**src/rtl/isfc_pkg.sv**
```systemverilog
`default_nettype none

package isfc_pkg;

  localparam int unsigned BUF_DEPTH = 10;
  localparam int unsigned QUEUE_DEPTH = 2;

  localparam logic [3:0] COUNT_MAX = 4'd15;
  localparam logic [3:0] IMU_FRAME_LEN = 4'd10;
  localparam logic [3:0] STATUS_FRAME_LEN = 4'd8;
  localparam logic [15:0] MODE_COUNT = 16'd4;

  localparam logic [7:0] HDR_IMU = 8'hAA;
  localparam logic [7:0] HDR_STATUS = 8'hBB;
  localparam logic [7:0] TAIL_IMU = 8'hDD;

  // accepted window for the raw squared norm: 1e8 +/- 1e7
  localparam logic [32:0] NORM_LO = 33'd90000000;
  localparam logic [32:0] NORM_HI = 33'd110000000;

  typedef enum logic [2:0] {
    ST_IMU_OK    = 3'd0,
    ST_STATUS_OK = 3'd1,
    ST_EMPTY     = 3'd2,
    ST_BAD_LEN   = 3'd3,
    ST_BAD_TAIL  = 3'd4,
    ST_BAD_NORM  = 3'd5,
    ST_UNKNOWN   = 3'd6
  } frame_status_e;

  typedef struct packed {
    logic [7:0]  rx_byte;
    logic        byte_valid;
    logic        frame_end;
    logic [31:0] arrival_time;
  } in_item_t;

  typedef struct packed {
    logic [2:0]         frame_status;
    logic signed [15:0] quat_w;
    logic signed [15:0] quat_x;
    logic signed [15:0] quat_y;
    logic signed [15:0] quat_z;
    logic [31:0]        quat_time;
    logic signed [15:0] speed_raw;
    logic [3:0]         mode_now;
    logic signed [15:0] angle_raw;
  } out_item_t;

  // One closed frame as classified by the front end. For an IMU frame the
  // words are x,y,z,w; for a status frame speed,mode,angle and a spare.
  typedef struct packed {
    frame_status_e      kind;
    logic [3:0][15:0]   word;
    logic [31:0]        arrival_time;
  } frame_entry_t;

endpackage

`default_nettype wire

```
**src/rtl/imu_status_frame_checker_top.sv**
```systemverilog
// IMU / status frame checker.
// Input channel: one received byte per transfer (in_valid_i / in_stall_o,
// payload in_data_i). byte_valid low carries no byte; frame_end closes the
// current frame, including a byte on the same transfer.
// Output channel: one result per closed frame (out_valid_o / out_stall_i,
// payload out_data_o): frame status, quaternion and time stamp for a good
// IMU frame, and the stored speed, mode and angle after the frame.
// Transfers that do not close a frame give no result.
// Throughput: one input transfer per cycle while in_stall_o is low. The front
// end collects bytes and classifies the frame at its end, a two-entry queue
// feeds the back end, which squares the quaternion parts in one stage and
// checks the norm and updates the stored values in the output stage.
// A closing transfer's result passes through the queue, the square stage and
// the output register.
// When the receiver stalls, the output register holds its result, the square
// stage and queue fill, and in_stall_o rises once the queue is full.
// Reset clears the byte count, the pipeline and the stored speed, mode
// and angle to zero; no clearing pass is needed.
`default_nettype none

module imu_status_frame_checker_top (
  input  wire logic                clk_i,
  input  wire logic                rst_ni,
  input  wire logic                in_valid_i,
  output logic                     in_stall_o,
  input  wire isfc_pkg::in_item_t  in_data_i,
  output logic                     out_valid_o,
  input  wire logic                out_stall_i,
  output isfc_pkg::out_item_t      out_data_o
);

  logic                   q_full;
  logic                   q_push;
  logic                   q_pop;
  logic                   q_valid;
  isfc_pkg::frame_entry_t q_entry;
  isfc_pkg::frame_entry_t q_head;

  isfc_front u_front (
    .clk_i      (clk_i),
    .rst_ni     (rst_ni),
    .in_valid_i (in_valid_i),
    .in_stall_o (in_stall_o),
    .in_data_i  (in_data_i),
    .q_full_i   (q_full),
    .q_push_o   (q_push),
    .q_entry_o  (q_entry)
  );

  isfc_queue u_queue (
    .clk_i        (clk_i),
    .rst_ni       (rst_ni),
    .push_i       (q_push),
    .push_entry_i (q_entry),
    .full_o       (q_full),
    .pop_i        (q_pop),
    .valid_o      (q_valid),
    .head_o       (q_head)
  );

  isfc_back u_back (
    .clk_i       (clk_i),
    .rst_ni      (rst_ni),
    .q_valid_i   (q_valid),
    .q_pop_o     (q_pop),
    .q_head_i    (q_head),
    .out_valid_o (out_valid_o),
    .out_stall_i (out_stall_i),
    .out_data_o  (out_data_o)
  );

endmodule

`default_nettype wire

```
**src/rtl/isfc_front.sv**
```systemverilog
`default_nettype none

module isfc_front (
  input  wire logic                    clk_i,
  input  wire logic                    rst_ni,
  input  wire logic                    in_valid_i,
  output logic                         in_stall_o,
  input  wire isfc_pkg::in_item_t      in_data_i,
  input  wire logic                    q_full_i,
  output logic                         q_push_o,
  output isfc_pkg::frame_entry_t       q_entry_o
);

  logic [7:0] bytes_q [isfc_pkg::BUF_DEPTH];
  logic [7:0] view    [isfc_pkg::BUF_DEPTH];
  logic [3:0] count_q;
  logic [3:0] count_d;
  logic [3:0] count_new;
  logic       accept;

  assign in_stall_o = q_full_i;
  assign accept     = in_valid_i && !q_full_i;
  assign q_push_o   = accept && in_data_i.frame_end;

  // frame contents including a byte carried on this transfer
  always_comb begin
    for (int k = 0; k < int'(isfc_pkg::BUF_DEPTH); k++) begin
      view[k] = (in_data_i.byte_valid && count_q == 4'(k)) ? in_data_i.rx_byte : bytes_q[k];
    end
    if (in_data_i.byte_valid && count_q != isfc_pkg::COUNT_MAX) begin
      count_new = count_q + 4'd1;
    end else begin
      count_new = count_q;
    end
    count_d = in_data_i.frame_end ? 4'd0 : count_new;
  end

  always_comb begin
    q_entry_o.arrival_time = in_data_i.arrival_time;
    q_entry_o.word[0] = {view[2], view[1]};
    q_entry_o.word[1] = {view[4], view[3]};
    q_entry_o.word[2] = {view[6], view[5]};
    q_entry_o.word[3] = {view[8], view[7]};
    if (count_new == 4'd0) begin
      q_entry_o.kind = isfc_pkg::ST_EMPTY;
    end else if (view[0] == isfc_pkg::HDR_IMU) begin
      if (count_new != isfc_pkg::IMU_FRAME_LEN) begin
        q_entry_o.kind = isfc_pkg::ST_BAD_LEN;
      end else if (view[isfc_pkg::BUF_DEPTH - 1] != isfc_pkg::TAIL_IMU) begin
        q_entry_o.kind = isfc_pkg::ST_BAD_TAIL;
      end else begin
        // norm still to be checked in the back end
        q_entry_o.kind = isfc_pkg::ST_IMU_OK;
      end
    end else if (view[0] == isfc_pkg::HDR_STATUS) begin
      if (count_new != isfc_pkg::STATUS_FRAME_LEN) begin
        q_entry_o.kind = isfc_pkg::ST_BAD_LEN;
      end else begin
        q_entry_o.kind = isfc_pkg::ST_STATUS_OK;
      end
    end else begin
      q_entry_o.kind = isfc_pkg::ST_UNKNOWN;
    end
  end

  always_ff @(posedge clk_i or negedge rst_ni) begin
    if (!rst_ni) begin
      count_q <= 4'd0;
    end else if (accept) begin
      count_q <= count_d;
    end
  end

  always_ff @(posedge clk_i) begin
    if (accept) begin
      bytes_q <= view;
    end
  end

endmodule

`default_nettype wire

```
**src/rtl/isfc_queue.sv**
```systemverilog
`default_nettype none

module isfc_queue (
  input  wire logic                    clk_i,
  input  wire logic                    rst_ni,
  input  wire logic                    push_i,
  input  wire isfc_pkg::frame_entry_t  push_entry_i,
  output logic                         full_o,
  input  wire logic                    pop_i,
  output logic                         valid_o,
  output isfc_pkg::frame_entry_t       head_o
);

  localparam int unsigned PtrW = $clog2(isfc_pkg::QUEUE_DEPTH);
  localparam int unsigned CntW = $clog2(isfc_pkg::QUEUE_DEPTH + 1);

  isfc_pkg::frame_entry_t mem_q [isfc_pkg::QUEUE_DEPTH];
  logic [PtrW-1:0] wr_ptr_q;
  logic [PtrW-1:0] rd_ptr_q;
  logic [CntW-1:0] fill_q;

  assign full_o  = fill_q == CntW'(isfc_pkg::QUEUE_DEPTH);
  assign valid_o = fill_q != '0;
  assign head_o  = mem_q[rd_ptr_q];

  always_ff @(posedge clk_i or negedge rst_ni) begin
    if (!rst_ni) begin
      wr_ptr_q <= '0;
      rd_ptr_q <= '0;
      fill_q   <= '0;
    end else begin
      if (push_i) begin
        wr_ptr_q <= (wr_ptr_q == PtrW'(isfc_pkg::QUEUE_DEPTH - 1)) ? '0 : wr_ptr_q + 1'b1;
      end
      if (pop_i) begin
        rd_ptr_q <= (rd_ptr_q == PtrW'(isfc_pkg::QUEUE_DEPTH - 1)) ? '0 : rd_ptr_q + 1'b1;
      end
      if (push_i && !pop_i) begin
        fill_q <= fill_q + 1'b1;
      end else if (pop_i && !push_i) begin
        fill_q <= fill_q - 1'b1;
      end
    end
  end

  always_ff @(posedge clk_i) begin
    if (push_i) begin
      mem_q[wr_ptr_q] <= push_entry_i;
    end
  end

endmodule

`default_nettype wire

```
**src/rtl/isfc_back.sv**
```systemverilog
`default_nettype none

module isfc_back (
  input  wire logic                    clk_i,
  input  wire logic                    rst_ni,
  input  wire logic                    q_valid_i,
  output logic                         q_pop_o,
  input  wire isfc_pkg::frame_entry_t  q_head_i,
  output logic                         out_valid_o,
  input  wire logic                    out_stall_i,
  output isfc_pkg::out_item_t          out_data_o
);

  // square stage
  logic                   sq_valid_q;
  isfc_pkg::frame_entry_t sq_entry_q;
  logic [30:0]            sq_q [4];
  logic [30:0]            sq_d [4];
  logic                   sq_ready;

  // output stage and stored status values
  logic                   out_valid_q;
  isfc_pkg::out_item_t    out_q;
  isfc_pkg::out_item_t    out_d;
  logic                   out_ready;
  logic                   load_out;
  logic [15:0]            speed_q, speed_d;
  logic [3:0]             mode_q, mode_d;
  logic [15:0]            angle_q, angle_d;
  logic [32:0]            norm_sum;
  logic                   norm_ok;
  logic                   is_status;
  isfc_pkg::frame_status_e status;

  assign out_ready   = !out_valid_q || !out_stall_i;
  assign sq_ready    = !sq_valid_q || out_ready;
  assign q_pop_o     = q_valid_i && sq_ready;
  assign load_out    = sq_valid_q && out_ready;
  assign out_valid_o = out_valid_q;
  assign out_data_o  = out_q;

  always_comb begin
    logic signed [31:0] prod;
    prod = '0;
    for (int k = 0; k < 4; k++) begin
      prod    = $signed(q_head_i.word[k]) * $signed(q_head_i.word[k]);
      sq_d[k] = prod[30:0];
    end
  end

  always_comb begin
    norm_sum = 33'(sq_q[0]) + 33'(sq_q[1]) + 33'(sq_q[2]) + 33'(sq_q[3]);
    norm_ok  = norm_sum >= isfc_pkg::NORM_LO && norm_sum <= isfc_pkg::NORM_HI;
    is_status = sq_entry_q.kind == isfc_pkg::ST_STATUS_OK;
    if (sq_entry_q.kind == isfc_pkg::ST_IMU_OK && !norm_ok) begin
      status = isfc_pkg::ST_BAD_NORM;
    end else begin
      status = sq_entry_q.kind;
    end
  end

  always_comb begin
    speed_d = speed_q;
    mode_d  = mode_q;
    angle_d = angle_q;
    if (load_out && is_status) begin
      speed_d = sq_entry_q.word[0];
      angle_d = sq_entry_q.word[2];
      // negative modes and modes at or past the count leave the mode alone
      if (!sq_entry_q.word[1][15] && sq_entry_q.word[1] < isfc_pkg::MODE_COUNT) begin
        mode_d = sq_entry_q.word[1][3:0];
      end
    end
  end

  always_comb begin
    out_d              = '0;
    out_d.frame_status = status;
    if (status == isfc_pkg::ST_IMU_OK) begin
      out_d.quat_x    = sq_entry_q.word[0];
      out_d.quat_y    = sq_entry_q.word[1];
      out_d.quat_z    = sq_entry_q.word[2];
      out_d.quat_w    = sq_entry_q.word[3];
      out_d.quat_time = sq_entry_q.arrival_time;
    end
    out_d.speed_raw = speed_d;
    out_d.mode_now  = mode_d;
    out_d.angle_raw = angle_d;
  end

  always_ff @(posedge clk_i or negedge rst_ni) begin
    if (!rst_ni) begin
      sq_valid_q  <= 1'b0;
      out_valid_q <= 1'b0;
      speed_q     <= '0;
      mode_q      <= '0;
      angle_q     <= '0;
    end else begin
      if (sq_ready) begin
        sq_valid_q <= q_valid_i;
      end
      if (out_ready) begin
        out_valid_q <= sq_valid_q;
      end
      speed_q <= speed_d;
      mode_q  <= mode_d;
      angle_q <= angle_d;
    end
  end

  always_ff @(posedge clk_i) begin
    if (q_pop_o) begin
      sq_entry_q <= q_head_i;
      sq_q       <= sq_d;
    end
    if (load_out) begin
      out_q <= out_d;
    end
  end

endmodule

`default_nettype wire

```
**config.mk**
```make
export PLATFORM = sky130hd
export DESIGN_NAME = imu_status_frame_checker_top
export DESIGN_NICKNAME = d
export VERILOG_FILES = /design/src/rtl/isfc_pkg.sv /design/src/rtl/imu_status_frame_checker_top.sv /design/src/rtl/isfc_front.sv /design/src/rtl/isfc_queue.sv /design/src/rtl/isfc_back.sv
export SDC_FILE = /design/constraint.sdc
export NUM_CORES = 2
export LEC_CHECK = 0
export BUFFER_PORTS_ARGS = -buffer_cell sky130_fd_sc_hd__clkbuf_2
export CORE_ASPECT_RATIO = 0.8
export CORE_MARGIN = 2
export CORE_UTILIZATION = 50
export CTS_CLUSTER_DIAMETER = 100
export DETAILED_ROUTE_END_ITERATION = 12
export MAX_ROUTING_LAYER = met4
export PLACE_DENSITY_LB_ADDON = 0.1
export SETUP_SLACK_MARGIN = 0.15
export SLEW_MARGIN = 10
export SYNTH_ARGS = -nofsm -noshare
export SYNTH_HDL_FRONTEND = slang
export SYNTH_SLANG_ARGS = --single-unit
```
**constraint.sdc**
```tcl
create_clock -name clk_i -period 23.2 [get_ports clk_i]
set_clock_uncertainty 0.2 [all_clocks]
set_input_delay 1.16 -clock clk_i [delete_from_list [all_inputs] [get_ports clk_i]]
set_output_delay 1.16 -clock clk_i [all_outputs]
set_load 0.02 [all_outputs]
```
==> impl_metrics.toml <==
[routing]
routed_wl_mm = 147
drtPass1Iterations = 9
drt_iter0_markers = 2782
via_per_inst = 5.22
wl_per_cell_microns = 19.8
drtAntennaViolNets = 0
num_vias = 38800
drc = 0

[placed_design]
port_buffers = 182
hpwl_mm = 115
place_congestion = 0.898

[floorplan]
dieHeight_microns = 318
die_area_sq_um = 126000
die_w_microns = 397
start_util = 0.503
io-pin-count = 183
core_sq_um = 123000
fp-row-count = 115

[timing]
slew_viol_final = 0
fin_crit_ns = 9.56
finalCritPeriodShare = 0.412
max_freq_mhz = 105
hold_viol = 0
final-setup-viol-count = 0
relSlewSlack = 0.170
fin_setup_tns_ns = 0
rsz0062_at_grt = "false"
tightest_slew_ns = 1.24

[clock_tree]
hold_buffers = 0
cts_buffers = 76
cts_resized = 0
clock_latency_ns = 0.68
cts-root-buf = "clkbuf_16"
post_cts_buffers = 0
cts_tree = "yes"
clk_pin_slew_worst_paths_ns = 0.06
cts_max_path_buffers = 3
cts.sinks = 674
htreeDepth = 3

[synth]
ys_types = 78
synth_top_cell_by_area = "fa_1"
yosysWarningCount = 0
yosysSeqAreaShare = 0.324
syn-num-nets = 6907
syn_inst = 5524
synth_area_leaders = "fa_1 (31%), edfxtp_1 (31%), inv_1 (8.6%), ha_1 (7.6%), nand2_1 (2.4%)"
ys_ff_latch = 674
synth_edf_count = 628
yosys_most_used_dff = "edfxtp_1"
syn_area_sq_um = 61800
synth_top_area_frac = 0.311
synth_area_per_cell_sq_um = 11.2
async_reset_ff_frac = 0.0682

[layout]
area_growth_pct = 9.08
final_layout_size_suffix_gt1_frac = 0.0973
fillerInstances = 10800
layout_commonest_cell = "inv_1"
final_cell_mix = "inv_1 (1419), fa_1 (961), edfxtp_1 (628)"
final_nets = 7118

[job]
cap_violations = 0

[status]
status = "finished, final reports clean"

[critical_path]
crit_type = "reg -> reg"
startpoint_type = "flip-flop"
required_ns = 23.40
cp_slowest_cell = "dfrtp_4"
slowest_delay_ns = 0.76
crit_top_cell = "inv_1"
crit_arrival_ns = 9.76
worst_setup_path_end_kind = "flip-flop"
crit_fanout = 34

[grt]
antenna_found_initial = 8
grt_pass1_wl_mm = 235
gr-total-overflow = 0
track_usage = 0.251
grt_max_degree = 75
grt_pass1_vias = 41200

[hold_path]
min_path_type = "reg -> reg"
state kept, by name, summed over array words and instances (netlist names):
name,flops
u_back.angle_q,16
u_back.mode_q,4
u_back.out_data_o,135
u_back.out_valid_o,1
u_back.speed_q,16
u_back.sq_entry_q,95
u_back.sq_q,120
u_back.sq_valid_q,1
u_front.bytes_q,80
u_front.count_q,4
u_queue.fill_q,2
u_queue.mem_q,198
u_queue.rd_ptr_q,1
u_queue.wr_ptr_q,1
cell families after synthesis:
family          Yosys count  share of synthesized area
compound gates          459                     0.0485
xor+xnor                198                     0.0281
fa+ha+maj              1337                      0.388
buf+inv                1580                     0.0970
flops                   674                      0.324
mux                     186                     0.0326
other cells               2                   0.000122
simple gates           1088                     0.0822
metal layers:
metal	track usage	vias up	wire length, microns
met5	-	-	0
met4	0.0473	0	2520
met3	0.0386	144	9000
met2	0.388	962	69200
met1	0.356	19900	66600
li1	-	17800	-
stage by stage:
step	util	setup WS [ns]	std cells	area (sq um)	hold slack, ns
after floorplan	-	14.98	5524	61800	0.249
after global placement	0.528	13.89	7295	64800	0.269
after detailed placement	0.528	13.75	7295	64800	0.273
after CTS	0.549	13.71	7433	67400	0.287
after global routing	0.549	13.29	7436	67400	0.320
final	0.549	13.64	7437	67400	0.286
final cells by class:
cell class | count | area [sq um] | share of cell area
repair buffers | 254 | 1450 | 0.0215
clock buffers | 93 | 2020 | 0.0299
clock inverters | 45 | 503 | 0.00746
multi-input cells | 3270 | 35900 | 0.532
flip-flops and latches | 674 | 20000 | 0.297
diodes | 4 | 10.0 | 0.000149
inverters | 1459 | 5490 | 0.0814
well taps | 1638 | 2050 | 0.0304
cells in the mapped netlist, types with 24 or more instances:
master / instances
xnor2_1: 156
nor4_2: 40
ha_1: 376
clkbuf_1: 80
nor4_1: 65
fa_1: 961
xor2_1: 42
a21o_1: 59
mux2_2: 121
a21oi_1: 127
edfxtp_1: 628
nand2b_1: 24
nor3_1: 54
mux2i_1: 65
dfrtp_1: 46
o21ai_0: 93
clkinv_1: 38
nor2_1: 360
nand3_1: 37
inv_1: 1421
o21bai_1: 26
nand2_1: 400
worst paths after layout:
kind                                    from                  to  slack (ns)  depth (start not counted)
min in group asynchronous             rst_ni   u_back.speed_q[0]        0.48                          2
min reg2reg                u_back.sq_valid_q  u_back.out_valid_o        0.29                          1
max reg2reg                 u_queue.rd_ptr_q     u_back.sq_q[92]       13.64                         28
max                         u_queue.rd_ptr_q     u_back.sq_q[92]       13.64                         28
max in group asynchronous             rst_ni    u_queue.rd_ptr_q       21.68                          2
min                        u_back.sq_valid_q  u_back.out_valid_o        0.29                          1
critical path, delay by kind of cell (launching register included):
kind,cells,cell delay [ns]
DFF,1,0.76
muxes,1,0.74
adders and majority gates,7,2.62
and+or+nand+nor,1,0.29
xor gates and xnor gates,1,0.08
AOI/OAI and AO/OA,9,2.77
buffers and inverters,9,1.72
Power is not shown: default switching activity piles up to over one toggle a cycle in this logic, so the estimate is an artifact.
